**src/hw/rtl/assert_macros.svh**
```systemverilog
`ifndef ASSERT_MACROS_SVH
`define ASSERT_MACROS_SVH
// Assertion wrappers: implication under reset.
`define ASSERT_IMPL(label, clk, rst_n, pre, post) \
  label: assert property (@(posedge clk) disable iff (!rst_n) (pre) |-> (post)) \
    else $error("assertion failed");
`define ASSERT_NEXT(label, clk, rst_n, pre, post) \
  label: assert property (@(posedge clk) disable iff (!rst_n) (pre) |=> (post)) \
    else $error("assertion failed");
`endif

```
**src/hw/rtl/swv_pkg.sv**
```systemverilog
`timescale 1ns / 1ps
package swv_pkg;
  localparam int unsigned RingDepth = 1024;
  localparam int unsigned RingAw = $clog2(RingDepth);
  localparam int unsigned FillW = RingAw + 1;
  localparam int unsigned TimeW = 44;
  localparam int unsigned PriceW = 32;
  localparam int unsigned QtyW = 22;
  localparam int unsigned WinW = 27;
  localparam int unsigned SumW = 64;
  localparam int unsigned EntryW = TimeW + PriceW + QtyW;
  localparam logic [WinW-1:0] WindowReset = 27'd300000;
  localparam logic OpTrade = 1'b0;

  typedef struct packed {
    logic              op;
    logic [TimeW-1:0]  time_ms;
    logic [PriceW-1:0] price;
    logic [QtyW-1:0]   qty;
    logic              sell_side;
  } in_item_t;

  typedef struct packed {
    logic [PriceW-1:0] last_price;
    logic [QtyW-1:0]   last_qty;
    logic              last_sell;
    logic [31:0]       session_vwap;
    logic [31:0]       window_vwap;
    logic [10:0]       window_count;
    logic              overflow_flag;
  } out_item_t;

  typedef enum logic [3:0] {
    ST_IDLE, ST_MUL, ST_ADD, ST_DROP_RD, ST_DROP_WAIT, ST_DROP_SUB, ST_WRITE,
    ST_EV_RD, ST_EV_WAIT, ST_EV_CHK, ST_EV_SUB, ST_DIV_S, ST_DIV_W, ST_OUT
  } state_e;

  typedef struct packed {
    logic        start;
    logic [SumW-1:0] num;
    logic [SumW-1:0] den;
  } div_req_t;
endpackage

```
**src/hw/rtl/swv_div.sv**
```systemverilog
`timescale 1ns / 1ps
module swv_div import swv_pkg::*; (
  input  logic        clk_i,
  input  logic        rst_ni,
  input  div_req_t    req_i,
  output logic        done_o,
  output logic [31:0] quot_o
);
  logic [SumW-1:0] rem_q, rem_d, quo_q, quo_d, den_q, den_d;
  logic [6:0]      cnt_q, cnt_d;
  logic            busy_q, busy_d, done_q, done_d;
  logic [SumW:0]   trial;
  logic [SumW:0]   shifted;

  always_comb begin
    rem_d   = rem_q;
    quo_d   = quo_q;
    den_d   = den_q;
    cnt_d   = cnt_q;
    busy_d  = busy_q;
    done_d  = 1'b0;
    shifted = {rem_q, quo_q[SumW-1]};
    trial   = shifted - {1'b0, den_q};
    if (req_i.start) begin
      rem_d  = '0;
      quo_d  = req_i.num;
      den_d  = req_i.den;
      cnt_d  = 7'd0;
      busy_d = (req_i.den != '0);
      done_d = (req_i.den == '0);
    end else if (busy_q) begin
      if (!trial[SumW]) begin
        rem_d = trial[SumW-1:0];
        quo_d = {quo_q[SumW-2:0], 1'b1};
      end else begin
        rem_d = shifted[SumW-1:0];
        quo_d = {quo_q[SumW-2:0], 1'b0};
      end
      cnt_d = cnt_q + 7'd1;
      if (cnt_q == 7'(SumW - 1)) begin
        busy_d = 1'b0;
        done_d = 1'b1;
      end
    end
  end

  always_ff @(posedge clk_i or negedge rst_ni) begin
    if (!rst_ni) begin
      busy_q <= 1'b0;
      done_q <= 1'b0;
      cnt_q  <= '0;
    end else begin
      busy_q <= busy_d;
      done_q <= done_d;
      cnt_q  <= cnt_d;
    end
  end

  always_ff @(posedge clk_i) begin
    rem_q <= rem_d;
    quo_q <= quo_d;
    den_q <= den_d;
  end

  assign done_o = done_q;
  assign quot_o = (den_q == '0) ? 32'd0 :
                  (quo_q[SumW-1:32] != '0) ? 32'hFFFF_FFFF : quo_q[31:0];
endmodule

```
**config.mk**
```make
export PLATFORM = sky130hd
export DESIGN_NAME = swv_div
export DESIGN_NICKNAME = d
export VERILOG_FILES = /design/src/hw/rtl/assert_macros.svh /design/src/hw/rtl/swv_pkg.sv /design/src/hw/rtl/swv_div.sv
export SDC_FILE = /design/constraint.sdc
export NUM_CORES = 1
export LEC_CHECK = 0
export BUFFER_PORTS_ARGS = -buffer_cell sky130_fd_sc_hd__buf_2
export CAP_MARGIN = 15
export CELL_PAD_IN_SITES_DETAIL_PLACEMENT = 2
export CELL_PAD_IN_SITES_GLOBAL_PLACEMENT = 2
export CORE_ASPECT_RATIO = 1.25
export CORE_MARGIN = 1
export CORE_UTILIZATION = 34
export DETAILED_ROUTE_END_ITERATION = 10
export MAX_ROUTING_LAYER = met4
export PLACE_DENSITY_LB_ADDON = 0.1
export SLEW_MARGIN = 5
export SYNTH_ARGS = -nofsm -noshare
export SYNTH_HDL_FRONTEND = slang
export SYNTH_SLANG_ARGS = --single-unit
export TNS_END_PERCENT = 20
```
**constraint.sdc**
```tcl
create_clock -name clk_i -period 3 [get_ports clk_i]
set_input_delay 0.45 -clock clk_i [delete_from_list [all_inputs] [get_ports clk_i]]
set_output_delay 0.45 -clock clk_i [all_outputs]
set_load 0.05 [all_outputs]
```
==> results.md <==
- The run finished, with violations left.
- The checks that failed: negative setup slack.
- Synthesis handed over a netlist of 1280 instances.
- The capturing point of the worst reg2reg path is rem_q[20]$_SDFFE_PP0P_.
- The tightest hold path in the finished design has a slack of 72.5 ps.
- In this run the number of H-tree levels came out at 1.
- The post-detailed-route via-to-cell ratio is 5.45.
- The share of total power dissipated in sequential elements is 42.2%.
- The placed wire-length estimate after detailed placement is 36400 um.
- The worst path arrival time is 4050 ps.
- The diode insertion count for antenna repair is 0.
- The endpoint class of the critical path is a flip-flop.
- The share of the clock period used by the worst path after layout is 121%.
- The slowest stage of the critical path belongs to the cell o31ai_2.
- The all-layer global routing usage is 28.2%.
- The worst-case IR drop observed on VDD is 476 uV.
- Sorting the synthesized cells by area gives the leading types as edfxtp_1 31%, dfxtp_1 10%, ha_1 6.5%.
- The clock network is responsible for 44.1% of the overall power.
- The number of I/O port buffers is 163.
- From bottom edge to top edge, the die measures 216 um.
- The fraction of layout instances using a drive strength above 1 is 43.1%.
- The worst hold-check path type is in2reg.
- The first routing iteration left 408 violations.
- For this design the top-level I/O count stands at 164.
- Summed over its instances, the top area cell type makes up 30.8% of the synthesized netlist area.
- After detailed routing, the average wire length per cell comes to 23.9 um.
- The minimum setup slack after placement is -811 ps.
- The count of nets after finishing is 1905.
- The launching element type of the critical path is a flip-flop.
- The floorplan step defined a die boundary enclosing 37500 um2.
- The worst setup margin is -639 ps.
- The area added between synthesis and finish is 44.4%.
- The share of total power consumed by net switching is 25.7%.
- The total number of placement rows is 78.
- The post-synthesis cell area is 12500 um2.
- The signal on the critical path passes through inv_1 > ha_4 > o21ai_1 > o21bai_1 > a211oi_1 > o31ai_2 > o2111ai_4 > a2111oi_4 > o31ai_4 > xor2_4 > buf_12 > buf_12 > buf_12 > nor2_2 > a21oi_2 > a211oi_2.
- The post-detailed-routing wire length is 52800 um.
- The critical path's largest stage delay is 460 ps.
- The launch point of the worst reg-to-reg path is den_q[27]$_DFFE_PP_.
- The worst slew margin relative to its limit is 39.8%.
- For the worst setup path, the data required time is 3410 ps.
- In this run the worst path has a maximum fanout of 7.
- The number of placed instances, taps included, is 2125.
- The post-detailed-route count of antenna-violating nets is 0.
- The count of flip-flops with a built-in enable after synthesis is 128.
- The total vias in the final route is 12000.
- Counting the fill cells in the layout gives 3776.
- The clock arrives with 28.2 ps of skew.
- In this design, the critical path's most frequently occurring cell is buf_12.
- The die span in x is 173 um.
- TritonCTS built the clock tree.
- The time the worst path needs with I/O delays and setup is 3640 ps.
- The post-synthesis register bit count is 201.
- For this run, design rule violations remaining after detail routing come to 0.
- The congestion estimate from routability-driven global placement came to 0.879.
- Counting cells, the worst reg-to-reg path comes to 16.
- The combinational power share is 13.7%.
- The starting utilization of the core area is 34.5%.
- The number of cells on the worst hold path is 1.
- The total cell area at the placement stage is 15800 um2.
- The worst hold path begins at req_i[12].
- The count of cells in the finished layout, fillers not included, comes to 2207.
- The maximum root-to-sink buffer count is 3.
- The synthesized net count is 1477.
- The number of different library cells in the post-synthesis netlist is 71.
- The worst hold path terminates at den_q[12]$_DFFE_PP_.
- Cell internal power was estimated by the tool at 0.00573 W.
- For the pin with the worst max-slew slack, the measured transition is 903 ps.
- The first global-routing pass estimated 79900 um of wire.
- The timing startpoint of the critical path is den_q[27]$_DFFE_PP_.
- The sequential-to-total area share from yosys stat is 42.9%.
- The final standard cell area without fillers is 18000 um2.
- The core area is 36200 um2.
- The initial antenna violation count came to 0.
- Setup repair after global routing could not meet its margin everywhere.
- The worst setup path is of the reg2reg kind.
- Dividing total power by cell area gives a power density of 428 nW/um2.
- Summed over all cells, the static leakage comes to 7.74 nW.
- Entering global routing, the biggest net connects 84 pins.
- Leaving out fill and tap cells, the most frequent cell in the layout is buf_4.
- The net switching component of the power is 0.00198 W.
- The CTS sink count is 201.
- The clock reaches the later pin of the worst-skew pair after 570 ps.
- The cell sitting at the root of the clock tree is a clkbuf_16.
- Summed over all layers, the global routing overflow is 0.
- The clock transition at the registers of the reported paths is 60 ps.
- For this run, the number of Yosys warnings is 0.
- The final number of hold-violating endpoints was 0.
- The first detailed-routing pass ran for 5 iterations.
- Summed over all instances, the cell type with the most area after synthesis is edfxtp_1.
- The reg-to-reg setup timing slack is -640 ps.
- The number of CTS-inserted buffers is 25.
- In the layout the commonest cells are 320 x buf_4, 130 x buf_2, 128 x edfxtp_1, 110 x nor2_1.
- The mean area per synthesized cell is 9.75 um2.
- Static timing analysis puts the maximum clock frequency at 275 MHz.
- The max-slew violation total from the final report is 0.
- Among all flip-flop cells after synthesis, the most frequent one is edfxtp_1.
- The via count of the first global-routing pass is 13800.
- The count of maximum capacitance violations is 0.
- Setup violations remaining at the end of the flow were counted as 97.
- Of all flip-flops after synthesis, the portion carrying an async set or reset was 4.48%.
layout make-up:
class / instances / area, um2 / area share (%)
multi-input cells: 924 / 7300 / 40.5
flip-flops and latches: 201 / 5350 / 29.7
repair buffers: 476 / 3570 / 19.8
clock buffers: 35 / 683 / 3.79
well taps: 480 / 601 / 3.33
inverters: 80 / 300 / 1.67
clock inverters: 11 / 205 / 1.14
critical path: cells and delay by family, from the launching register on:
family | cells | cell delay [ps]
xor+xnor | 1 | 250
compound gates | 9 | 1840
flops | 1 | 410
buf+inv | 4 | 580
simple gates | 1 | 40
fa+ha+maj | 1 | 320
timing repair:
| item | CTS | global route |
|---|---|---|
| pin swaps | 54 | 42 |
| hold buffers | 1 | 0 |
| buffers inserted | 21 | 10 |
| hold endpoints to repair | 9 | 0 |
| setup endpoints to repair | 97 | 97 |
| resized for setup | 138 | 62 |
| cloned | 6 | 2 |
power groups by stage:
stage | clock network, W | logic [W] | registers, W
final | 0.00340 | 0.00106 | 0.00325
after floorplan | 0 | 0.000460 | 0.00325
after global routing | 0.00356 | 0.00113 | 0.00327
after CTS | 0.00346 | 0.000996 | 0.00325
after global placement | 0 | 0.000906 | 0.00329
after detailed placement | 0 | 0.000941 | 0.00330
per-layer routing:
layer | vias up | track usage (%) | wire length (um)
met5 | - | - | 0
met4 | 0 | 10.1 | 1920
met3 | 94 | 3.67 | 2130
met2 | 278 | 51.4 | 27800
met1 | 6090 | 31.4 | 21000
li1 | 5559 | - | -
metrics by stage:
| stage | util, % | total power [W] | TNS, ps |
|---|---|---|---|
| floorplan | - | 0.00371 | -2910 |
| detailed placement | 43.7 | 0.00424 | -44180 |
| global placement | 43.7 | 0.00420 | -34950 |
| finish | 49.8 | 0.00771 | -50140 |
| CTS | 48.6 | 0.00771 | -45380 |
| global route | 49.8 | 0.00796 | -58000 |
cells by family after synthesis:
group | Yosys count | share of synthesized area (%)
flip-flops | 201 | 42.9
adder cells (fa/ha/maj) | 66 | 6.68
buffers and inverters | 155 | 5.06
multiplexers | 77 | 6.81
AO/OA/AOI/OAI | 368 | 20.6
AND/OR/NAND/NOR | 349 | 13.5
XOR/XNOR | 64 | 4.49
state kept, by name, summed over array words and instances (netlist names):
signal	flops
busy_q	1
cnt_q	7
den_q	64
done_o	1
quo_q	64
rem_q	64
synthesized netlist by cell type (4+ instances only):
| master | n |
|---|---|
| dfrtp_1 | 9 |
| a211oi_2 | 27 |
| nand2_1 | 69 |
| o21ai_0 | 52 |
| a32oi_1 | 9 |
| nand4_1 | 29 |
| o31ai_1 | 6 |
| nor4_1 | 45 |
| nor2b_1 | 6 |
| and2_1 | 7 |
| o21bai_1 | 14 |
| nand2b_1 | 11 |
| inv_1 | 80 |
| a21o_1 | 27 |
| or3_1 | 4 |
| o21ai_1 | 10 |
| mux2i_1 | 14 |
| buf_2 | 12 |
| nor3_1 | 11 |
| or2_2 | 4 |
| a21oi_1 | 113 |
| ha_1 | 65 |
| nor2_1 | 131 |
| edfxtp_1 | 128 |
| dfxtp_1 | 64 |
| o21a_1 | 39 |
| xnor2_1 | 31 |
| o211ai_1 | 6 |
| xor2_1 | 33 |
| mux2_2 | 63 |
| a211oi_1 | 22 |
| a41oi_1 | 4 |
| clkbuf_1 | 52 |
| nand3_1 | 17 |
| a31oi_1 | 6 |
how the worst max path moves through the flow:
stage / endpoint / slack (ps) / cells after the start
after floorplan: rem_q[28]$_SDFFE_PP0P_ / -60 / 15
after global placement: rem_q[15]$_SDFFE_PP0P_ / -650 / 16
after detailed placement: rem_q[48]$_SDFFE_PP0P_ / -810 / 17
after CTS: rem_q[43]$_SDFFE_PP0P_ / -600 / 15
after global routing: rem_q[20]$_SDFFE_PP0P_ / -730 / 17
final: rem_q[20]$_SDFFE_PP0P_ / -640 / 16
(Power assumes the default switching activity.)
