`src/hw/rtl/assert_macros.svh`:
```
`ifndef ASSERT_MACROS_SVH
`define ASSERT_MACROS_SVH
// Assertion wrappers: implication under reset.
`define ASSERT_IMPL(label, clk, rst_n, pre, post) \
  label: assert property (@(posedge clk) disable iff (!rst_n) (pre) |-> (post)) \
    else $error("assertion failed");
`define ASSERT_NEXT(label, clk, rst_n, pre, post) \
  label: assert property (@(posedge clk) disable iff (!rst_n) (pre) |=> (post)) \
    else $error("assertion failed");
`endif

```
`src/hw/rtl/swv_ram.sv`:
```
`timescale 1ns / 1ps
module swv_ram #(
  parameter int unsigned Width = 8,
  parameter int unsigned Depth = 16
) (
  input  logic                     clk_i,
  input  logic                     we_i,
  input  logic [$clog2(Depth)-1:0] waddr_i,
  input  logic [Width-1:0]         wdata_i,
  input  logic [$clog2(Depth)-1:0] raddr_i,
  output logic [Width-1:0]         rdata_o
);
  logic [Width-1:0] mem [Depth];
  always_ff @(posedge clk_i) begin
    if (we_i) begin
      mem[waddr_i] <= wdata_i;
    end
    rdata_o <= mem[raddr_i];
  end
endmodule

```
`config.mk`:
```
export PLATFORM = sky130hd
export DESIGN_NAME = swv_ram
export DESIGN_NICKNAME = d
export VERILOG_FILES = /design/src/hw/rtl/assert_macros.svh /design/src/hw/rtl/swv_ram.sv
export SDC_FILE = /design/constraint.sdc
export NUM_CORES = 1
export LEC_CHECK = 0
export ABC_AREA = 1
export BUFFER_PORTS_ARGS = -buffer_cell sky130_fd_sc_hd__buf_2
export CELL_PAD_IN_SITES_DETAIL_PLACEMENT = 1
export CELL_PAD_IN_SITES_GLOBAL_PLACEMENT = 2
export CORE_MARGIN = 5
export CORE_UTILIZATION = 35
export CTS_BUF_LIST = sky130_fd_sc_hd__clkbuf_2
export CTS_CLUSTER_SIZE = 16
export DETAILED_ROUTE_END_ITERATION = 12
export GPL_TIMING_DRIVEN = 0
export HOLD_SLACK_MARGIN = 0.02
export PLACE_DENSITY = 0.75
export SLEW_MARGIN = 10
export SYNTH_ARGS = -nofsm -noshare
export SYNTH_HDL_FRONTEND = slang
export SYNTH_SLANG_ARGS = --single-unit
```
`constraint.sdc`:
```
create_clock -name clk_i -period 1 [get_ports clk_i]
set_clock_uncertainty 0.1 [all_clocks]
set_input_delay 0.05 -clock clk_i [delete_from_list [all_inputs] [get_ports clk_i]]
set_output_delay 0.05 -clock clk_i [all_outputs]
set_load 0.1 [all_outputs]
```
==> results of run 1 <==
[power breakdown]
group / total (W) / leakage [nW] / switching (W) / internal, W
Clock: 0.00357 / 0.160 / 0.00194 / 0.00163
Sequential: 0.00643 / 1.22 / 0.0000548 / 0.00637
Combinational: 0.00155 / 1.77 / 0.00104 / 0.000515
[stage by stage]
stage,std cells,util [%],setup TNS [ps]
after global routing,865,45.6,-18170
after global placement,793,37.8,-62410
after floorplan,551,-,-8040
after CTS,850,43.2,-38860
final,865,45.6,-19790
after detailed placement,793,37.8,-67900
[cell families (layout without fill, tap and decap cells)]
family        count (synthesis)  after routing  synth area share, %
flops                       136            136                 69.4
buf+inv                     126            219                 9.52
other cells                   0              1                    0
simple gates                289            289                 21.0
[synthesized netlist by cell type]
cell and n:
buf_1 1, buf_2 13, buf_4 4, buf_6 6, dfxtp_1 8, edfxtp_1 128
inv_1 100, inv_2 2, nand2_1 173, nand3_1 97, nand3b_1 2, nor2_1 17
[layer usage]
| metal | share of wire (%) | vias up | GRT usage (%) | routed length [microns] |
|---|---|---|---|---|
| met1 | 44 | 2109 | 23.7 | 7650 |
| met3 | 4.6 | 24 | 4.18 | 795 |
| met5 | 0 | - | 0 | 0 |
| met2 | 49 | 119 | 29.4 | 8550 |
| met4 | 2.4 | 0 | 6.34 | 422 |
| li1 | - | 1941 | - | - |
[flip-flops by register name (all words and copies together) (netlist names)]
name     count
rdata_o      8
mem        128
[cell type report]
class                           instances  area (sq um)  area share (%)
Inverter                              102           385            5.17
Sequential cell                       136          4010            53.8
Tap cell                              220           275            3.69
Clock inverter                         12           159            2.13
Multi-Input combinational cell        289          1650            22.1
Buffer                                 24           176            2.37
Timing Repair Buffer                   61           696            9.33
Antenna cell                            1          2.50          0.0336
Clock buffer                           20           100            1.34
[repair_timing]
| action | CTS | global route |
|---|---|---|
| gates resized for setup | 86 | 50 |
| hold buffers | 25 | 8 |
| endpoints found under the setup margin | 16 | 144 |
| buffers inserted | 0 | 8 |
| endpoints found under the hold margin | 264 | 130 |
| pin swaps | 42 | 30 |
[final timing paths]
kind / endpoint / slack, ps
max: rdata_o[7] / -430
min: mem[10][0] / -150
max reg2reg: rdata_o[4] / -100
min reg2reg: rdata_o[7] / 630
==> impl_metrics.yaml, run 1 <==
worst_setup_path:
  cpMaxStageDelayCell: "dfxtp_2"
  critPathMaxStageDelay_ps: 390
  worst_ep_arrival_time_ps: 1280
  required_ps: 850
  worstSetupPathDepth: 1
  crit_chain: "buf_12"
  crit_type: "reg2out"
  crit_path_end_kind: "output port"
  critPathMaxFanout: 1
  crit_start: "rdata_o[7]"
  rr_startpoint: "mem[11][4]"
  cpLargestDelayFamily: "flip-flops"
  path_buf_inv: 1
  startpoint_type: "register"
  reg2reg_depth: 6
min_path:
  hold_depth: 3
  hold_path_class: "in2reg"
  hp-start: "we_i"
finish:
  drive_above_1_share_pct: 27.6
  fill_cells: 1827
  syn_to_final_growth_pct: 29.3
  layout_commonest_cell: "nand2_1"
  final_cell_area_sq_um: 7460
  nets: 649
  final_cell_mix: "nand2_1, edfxtp_1, inv_1, nand3_2, nand3_1"
routing:
  routed_wl_microns: 17400
  drt-initial-drc-count: 306
  dr.pass1.iters: 7
  drc: 0
  vias_per_cell: 4.85
  wire_per_inst_microns: 20.1
  vias: 4193
  drtAntennaViolNets: 0
logic_synthesis:
  synth_top_area_share_pct: 66.7
  seq_area_frac_synth_pct: 69.4
  syn_area_per_cell_sq_um: 10.5
  ys_seq_elements: 136
  yosysWarnings: 0
  syn_nets: 569
  synthesis.area_sq_um: 5770
  synth_area_leader_cell: "edfxtp_1"
  synthDistinctLibCells: 12
  yosys-top-cells-area: "edfxtp_1, nand2_1, nand3_1"
  postSynthCellCount: 551
placement:
  place_congestion: 0.814
  port_buffers: 22
  placed_area_sq_um: 6180
  dp_slack_ps: -776
  hpwl_microns: 10900
clock_tree:
  cts_sinks: 136
  clock-root-buffer: "clkbuf_2"
  h-tree-depth: 4
  clock_latency_ps: 730
  numCtsBuffers: 17
  tritoncts: "yes"
  clk_pin_slew_ps: 190
  cts_max_path_buffers: 2
floorplan:
  die_h_microns: 138
  num_io_pins: 26
  rows: 47
  core_area_sq_um: 16300
  start_util_pct: 35.3
  dieArea_sq_um: 19100
  dieWidth_microns: 138
outcome:
  status: "complete, but fails checks"
  violations: "hold timing, setup timing"
timing:
  worst_pin_slew_ps: 503
  setup_ws_ps: -430
  setup_viol: 140
  fin_crit_sh_pct: 143
  relSlewSlack_pct: 66.5
  drv_slew: 0
  period_minus_slack_ps: 1430
  holdWs_ps: -152
  hold_viol: 45
  fmax_mhz: 699
  grt_setup_unrepaired: "yes"
power:
  power.density_nw_per_um2: 1550
  p_leak_nw: 3.15
  power_w: 0.0116
  ir_drop_uv: 746
global_route:
  antenna_found_initial: 1
  grt_start_max_net_pins: 17
  overflow: 0
  grt_usage_pct: 18.0
  grt_pass1_vias: 4318
  grt_pass1_wl_microns: 25800
flow_run:
  cap_violations: 0
Note: power is estimated with default switching activity, not from simulation.
==> run 2: changes to the inputs <==
==> constraint.sdc (replaced) <==
create_clock -name clk_i -period 1.2 [get_ports clk_i]
set_clock_uncertainty 0.1 [all_clocks]
set_input_delay 0.06 -clock clk_i [delete_from_list [all_inputs] [get_ports clk_i]]
set_output_delay 0.06 -clock clk_i [all_outputs]
set_load 0.1 [all_outputs]
==> impl_metrics.yaml, run 2 (same netlist as run 1, synthesis figures left out) <==
routing:
  wire_per_inst_microns: 19.2
  drtAntennaViolNets: 0
  routed_wl_microns: 16200
  dr.pass1.iters: 5
  vias: 3995
  drt-initial-drc-count: 308
  drc: 0
  vias_per_cell: 4.74
global_route:
  grt_usage_pct: 17.3
  grt_pass1_vias: 4114
  grt_pass1_wl_microns: 24600
  grt_start_max_net_pins: 17
  antenna_found_initial: 1
  overflow: 0
floorplan:
  die_h_microns: 138
  dieArea_sq_um: 19100
  start_util_pct: 35.3
  core_area_sq_um: 16300
  dieWidth_microns: 138
  num_io_pins: 26
  rows: 47
clock_tree:
  clock_latency_ps: 720
  cts_sinks: 136
  numCtsBuffers: 17
  clk_pin_slew_ps: 220
  h-tree-depth: 4
  clock-root-buffer: "clkbuf_2"
  tritoncts: "yes"
  cts_max_path_buffers: 2
timing:
  fin_crit_sh_pct: 121
  setup_tns_ps: -4260
  relSlewSlack_pct: 60.3
  period_minus_slack_ps: 1450
  hold_viol: 7
  setup_ws_ps: -252
  drv_slew: 0
  fmax_mhz: 689
  setup_viol: 70
  holdWs_ps: -18.4
  grt_setup_unrepaired: "yes"
  worst_pin_slew_ps: 596
finish:
  syn_to_final_growth_pct: 19.6
  nets: 627
  final_cell_mix: "nand2_1, edfxtp_1, inv_1, nand3_1, buf_2"
  fill_cells: 1849
  drive_above_1_share_pct: 17.4
  largest_reg_flops: 128
  regMostFlops: "mem"
  reg_top3: "mem (128), rdata_o (8)"
  layout_commonest_cell: "nand2_1"
placement:
  hpwl_microns: 10600
  port_buffers: 22
  dp_slack_ps: -567
  place_congestion: 0.785
min_path:
  hold_path_class: "in2reg"
power:
  p_leak_nw: 2.90
  power.density_nw_per_um2: 1430
  ir_drop_uv: 685
worst_setup_path:
  critPathMaxFanout: 1
  critPathMaxStageDelay_ps: 400
  crit_chain: "buf_12"
  required_ps: 1040
  path_buf_inv: 1
  crit_type: "reg2out"
  startpoint_type: "register"
  worst_ep_arrival_time_ps: 1290
  cpMaxStageDelayCell: "dfxtp_2"
  r2r_slack_ps: 60
  cpLargestDelayFamily: "flip-flops"
  crit_path_end_kind: "output port"
outcome:
  violations: "hold timing, setup timing"
  status: "complete, but fails checks"
flow_run:
  cap_violations: 0
run 2: final timing paths:
path | from | endpoint | cells after the start
min | waddr_i[2] | mem[1][1] | 5
max reg2reg | mem[9][5] | rdata_o[5] | 6
max | rdata_o[2] | rdata_o[2] | 1
min reg2reg | mem[2][1] | rdata_o[1] | 6
run 2: repair_timing:
action / CTS / global route
endpoints found under the setup margin: 8 / 142
pin swaps: 0 / 0
hold buffers: 15 / 2
gates resized for setup: 40 / 40
setup buffers: 0 / 0
endpoints found under the hold margin: 264 / 128
run 2: area by class of cell:
| cell class | count | area [sq um] | area share, % |
|---|---|---|---|
| multi-input combinational | 289 | 1340 | 19.4 |
| clock buffer | 18 | 90.1 | 1.31 |
| antenna | 1 | 2.50 | 0.0363 |
| clock inverter | 14 | 224 | 3.25 |
| inverter | 102 | 383 | 5.55 |
| buffer | 24 | 179 | 2.59 |
| sequential | 136 | 4010 | 58.2 |
| tap | 220 | 275 | 3.99 |
| timing repair buffer | 39 | 395 | 5.73 |
run 2: per-stage QoR:
stage	hold WS (ps)	area [sq um]	cells	util, %	power, W
3_5_place_dp	379	6150	793	37.6	0.00638
6_report	-18.4	6900	843	42.2	0.00986
4_1_cts	-212	6750	840	41.3	0.00986
2_1_floorplan	58.9	5770	551	-	0.00603
5_1_grt	-78.0	6900	843	42.2	0.0102
3_3_place_gp	367	6150	793	37.6	0.00636
run 2: power breakdown:
part	internal, W	total (W)	switching, W
Clock	0.00160	0.00339	0.00179
Combinational	0.000346	0.00111	0.000767
Sequential	0.00531	0.00536	0.0000462
run 2: per-layer routing:
layer | routed length, microns | global-route usage, %
met5 | 0 | 0
met4 | 280 | 6.19
met3 | 581 | 3.11
met1 | 7290 | 22.8
met2 | 8040 | 28.8
run 2: tightest hold or removal path, delay by kind of cell:
family | cells | cell delay (ps)
and+or+nand+nor | 3 | 380
buffers and inverters | 2 | 190
==> run 3: changes to the inputs <==
==> constraint.sdc (replaced) <==
create_clock -name clk_i -period 1.2 [get_ports clk_i]
set_clock_uncertainty 0.1 [all_clocks]
set_input_delay 0 -clock clk_i [delete_from_list [all_inputs] [get_ports clk_i]]
set_output_delay 0 -clock clk_i [all_outputs]
set_load 0.1 [all_outputs]
==> impl_metrics.yaml, run 3 (same netlist as run 1, synthesis figures left out) <==
outcome:
  status: "complete, but fails checks"
  violations: "setup timing"
worst_setup_path:
  startpoint_type: "register"
  critPathMaxFanout: 1
  crit_chain: "buf_12"
  crit_path_end_kind: "output port"
  required_ps: 1100
  cpLargestDelayFamily: "flip-flops"
  path_buf_inv: 1
  critPathMaxStageDelay_ps: 400
  crit_type: "reg2out"
  cpMaxStageDelayCell: "dfxtp_2"
  worst_ep_arrival_time_ps: 1300
routing:
  wire_per_inst_microns: 19.1
  drtAntennaViolNets: 0
  vias_per_cell: 4.69
  dr.pass1.iters: 5
  drt-initial-drc-count: 285
  vias: 3956
  drc: 0
  routed_wl_microns: 16100
finish:
  final_cell_mix: "nand2_1, edfxtp_1, inv_1, nand3_1, buf_2"
  drive_above_1_share_pct: 17.2
  fill_cells: 1852
  reg_top3: "mem (128), rdata_o (8)"
  utilization_pct: 41.9
  regMostFlops: "mem"
  largest_reg_flops: 128
  syn_to_final_growth_pct: 18.7
  nets: 627
  layout_commonest_cell: "nand2_1"
timing:
  period_minus_slack_ps: 1400
  hold_viol: 0
  grt_setup_unrepaired: "yes"
  holdWs_ps: 124
  setup_viol: 42
  fmax_mhz: 716
  drv_slew: 0
  setup_ws_ps: -197
  worst_pin_slew_ps: 623
  setup_tns_ps: -1930
  relSlewSlack_pct: 58.4
  fin_crit_sh_pct: 116
global_route:
  grt_start_max_net_pins: 17
  antenna_found_initial: 1
  grt_pass1_wl_microns: 24700
  grt_pass1_vias: 4115
  grt_usage_pct: 17.3
  overflow: 0
power:
  p_leak_nw: 2.90
  power.density_nw_per_um2: 1440
  ir_drop_uv: 682
placement:
  place_congestion: 0.785
  port_buffers: 22
  hpwl_microns: 10600
  dp_slack_ps: -507
clock_tree:
  h-tree-depth: 4
  post_cts_buffers: 0
  cts_sinks: 136
  clock-root-buffer: "clkbuf_2"
  tritoncts: "yes"
  clock_latency_ps: 730
  numCtsBuffers: 17
  clk_pin_slew_ps: 200
  cts_max_path_buffers: 2
floorplan:
  core_area_sq_um: 16300
  rows: 47
  num_io_pins: 26
  start_util_pct: 35.3
  die_h_microns: 138
  dieArea_sq_um: 19100
  dieWidth_microns: 138
flow_run:
  cap_violations: 0
min_path:
  hold_path_class: "in2reg"
[run 3: where the power goes]
| part | total [W] | switching, W | leakage [nW] | internal, W |
|---|---|---|---|---|
| combinational | 0.00110 | 0.000756 | 1.50 | 0.000341 |
| clock | 0.00339 | 0.00178 | 0.167 | 0.00160 |
| sequential | 0.00536 | 0.0000462 | 1.22 | 0.00531 |
| total | 0.00984 | 0.00259 | 2.90 | 0.00725 |
[run 3: final cells by class]
type | instances | area (sq um) | area share, %
inverters | 102 | 383 | 5.59
plain buffers | 24 | 166 | 2.43
well taps | 220 | 275 | 4.02
clock buffers | 18 | 90.1 | 1.32
flip-flops and latches | 136 | 4010 | 58.6
repair buffers | 39 | 400 | 5.85
multi-input cells | 289 | 1290 | 18.9
diodes | 1 | 2.50 | 0.0365
clock inverters | 14 | 224 | 3.27
[run 3: through the flow]
stage | total power, W | cell area (sq um) | instances
3_5_place_dp | 0.00638 | 6150 | 793
3_3_place_gp | 0.00636 | 6150 | 793
4_1_cts | 0.00986 | 6760 | 841
2_1_floorplan | 0.00603 | 5770 | 551
5_1_grt | 0.0102 | 6850 | 843
6_report | 0.00984 | 6850 | 843
[run 3: per-layer routing]
metal  up-vias  part of all wire (%)  track usage [%]  wire length [microns]
met4         0                   1.9             6.19                    311
met5         -                     0                0                      0
met1      1953                    45             22.8                   7270
li1       1895                     -                -                      -
met3        18                   4.1             3.11                    659
met2        90                    49             28.8                   7880
[run 3: timing repair]
item                                    in CTS  in global routing
hold endpoints to repair                   264                128
cloned                                       0                  0
resized for setup                           40                 24
endpoints found under the setup margin       8                139
hold buffers                                16                  1
[run 3: final timing paths]
kind / startpoint / end / slack, ps / cells past startpoint
min reg2reg: mem[4][1] / rdata_o[1] / 630 / 6
max reg2reg: mem[15][3] / rdata_o[3] / 70 / 6
min: wdata_i[2] / mem[6][2] / 120 / 2
max: rdata_o[2] / rdata_o[2] / -200 / 1
[run 3: worst register-to-register path, cell delays in order, from the launching register on]
cell	delay (ps)
edfxtp_1	420
inv_1	70
nand2_1	60
nand3_1	90
nand3_1	110
nand3_2	120
nand2_1	70
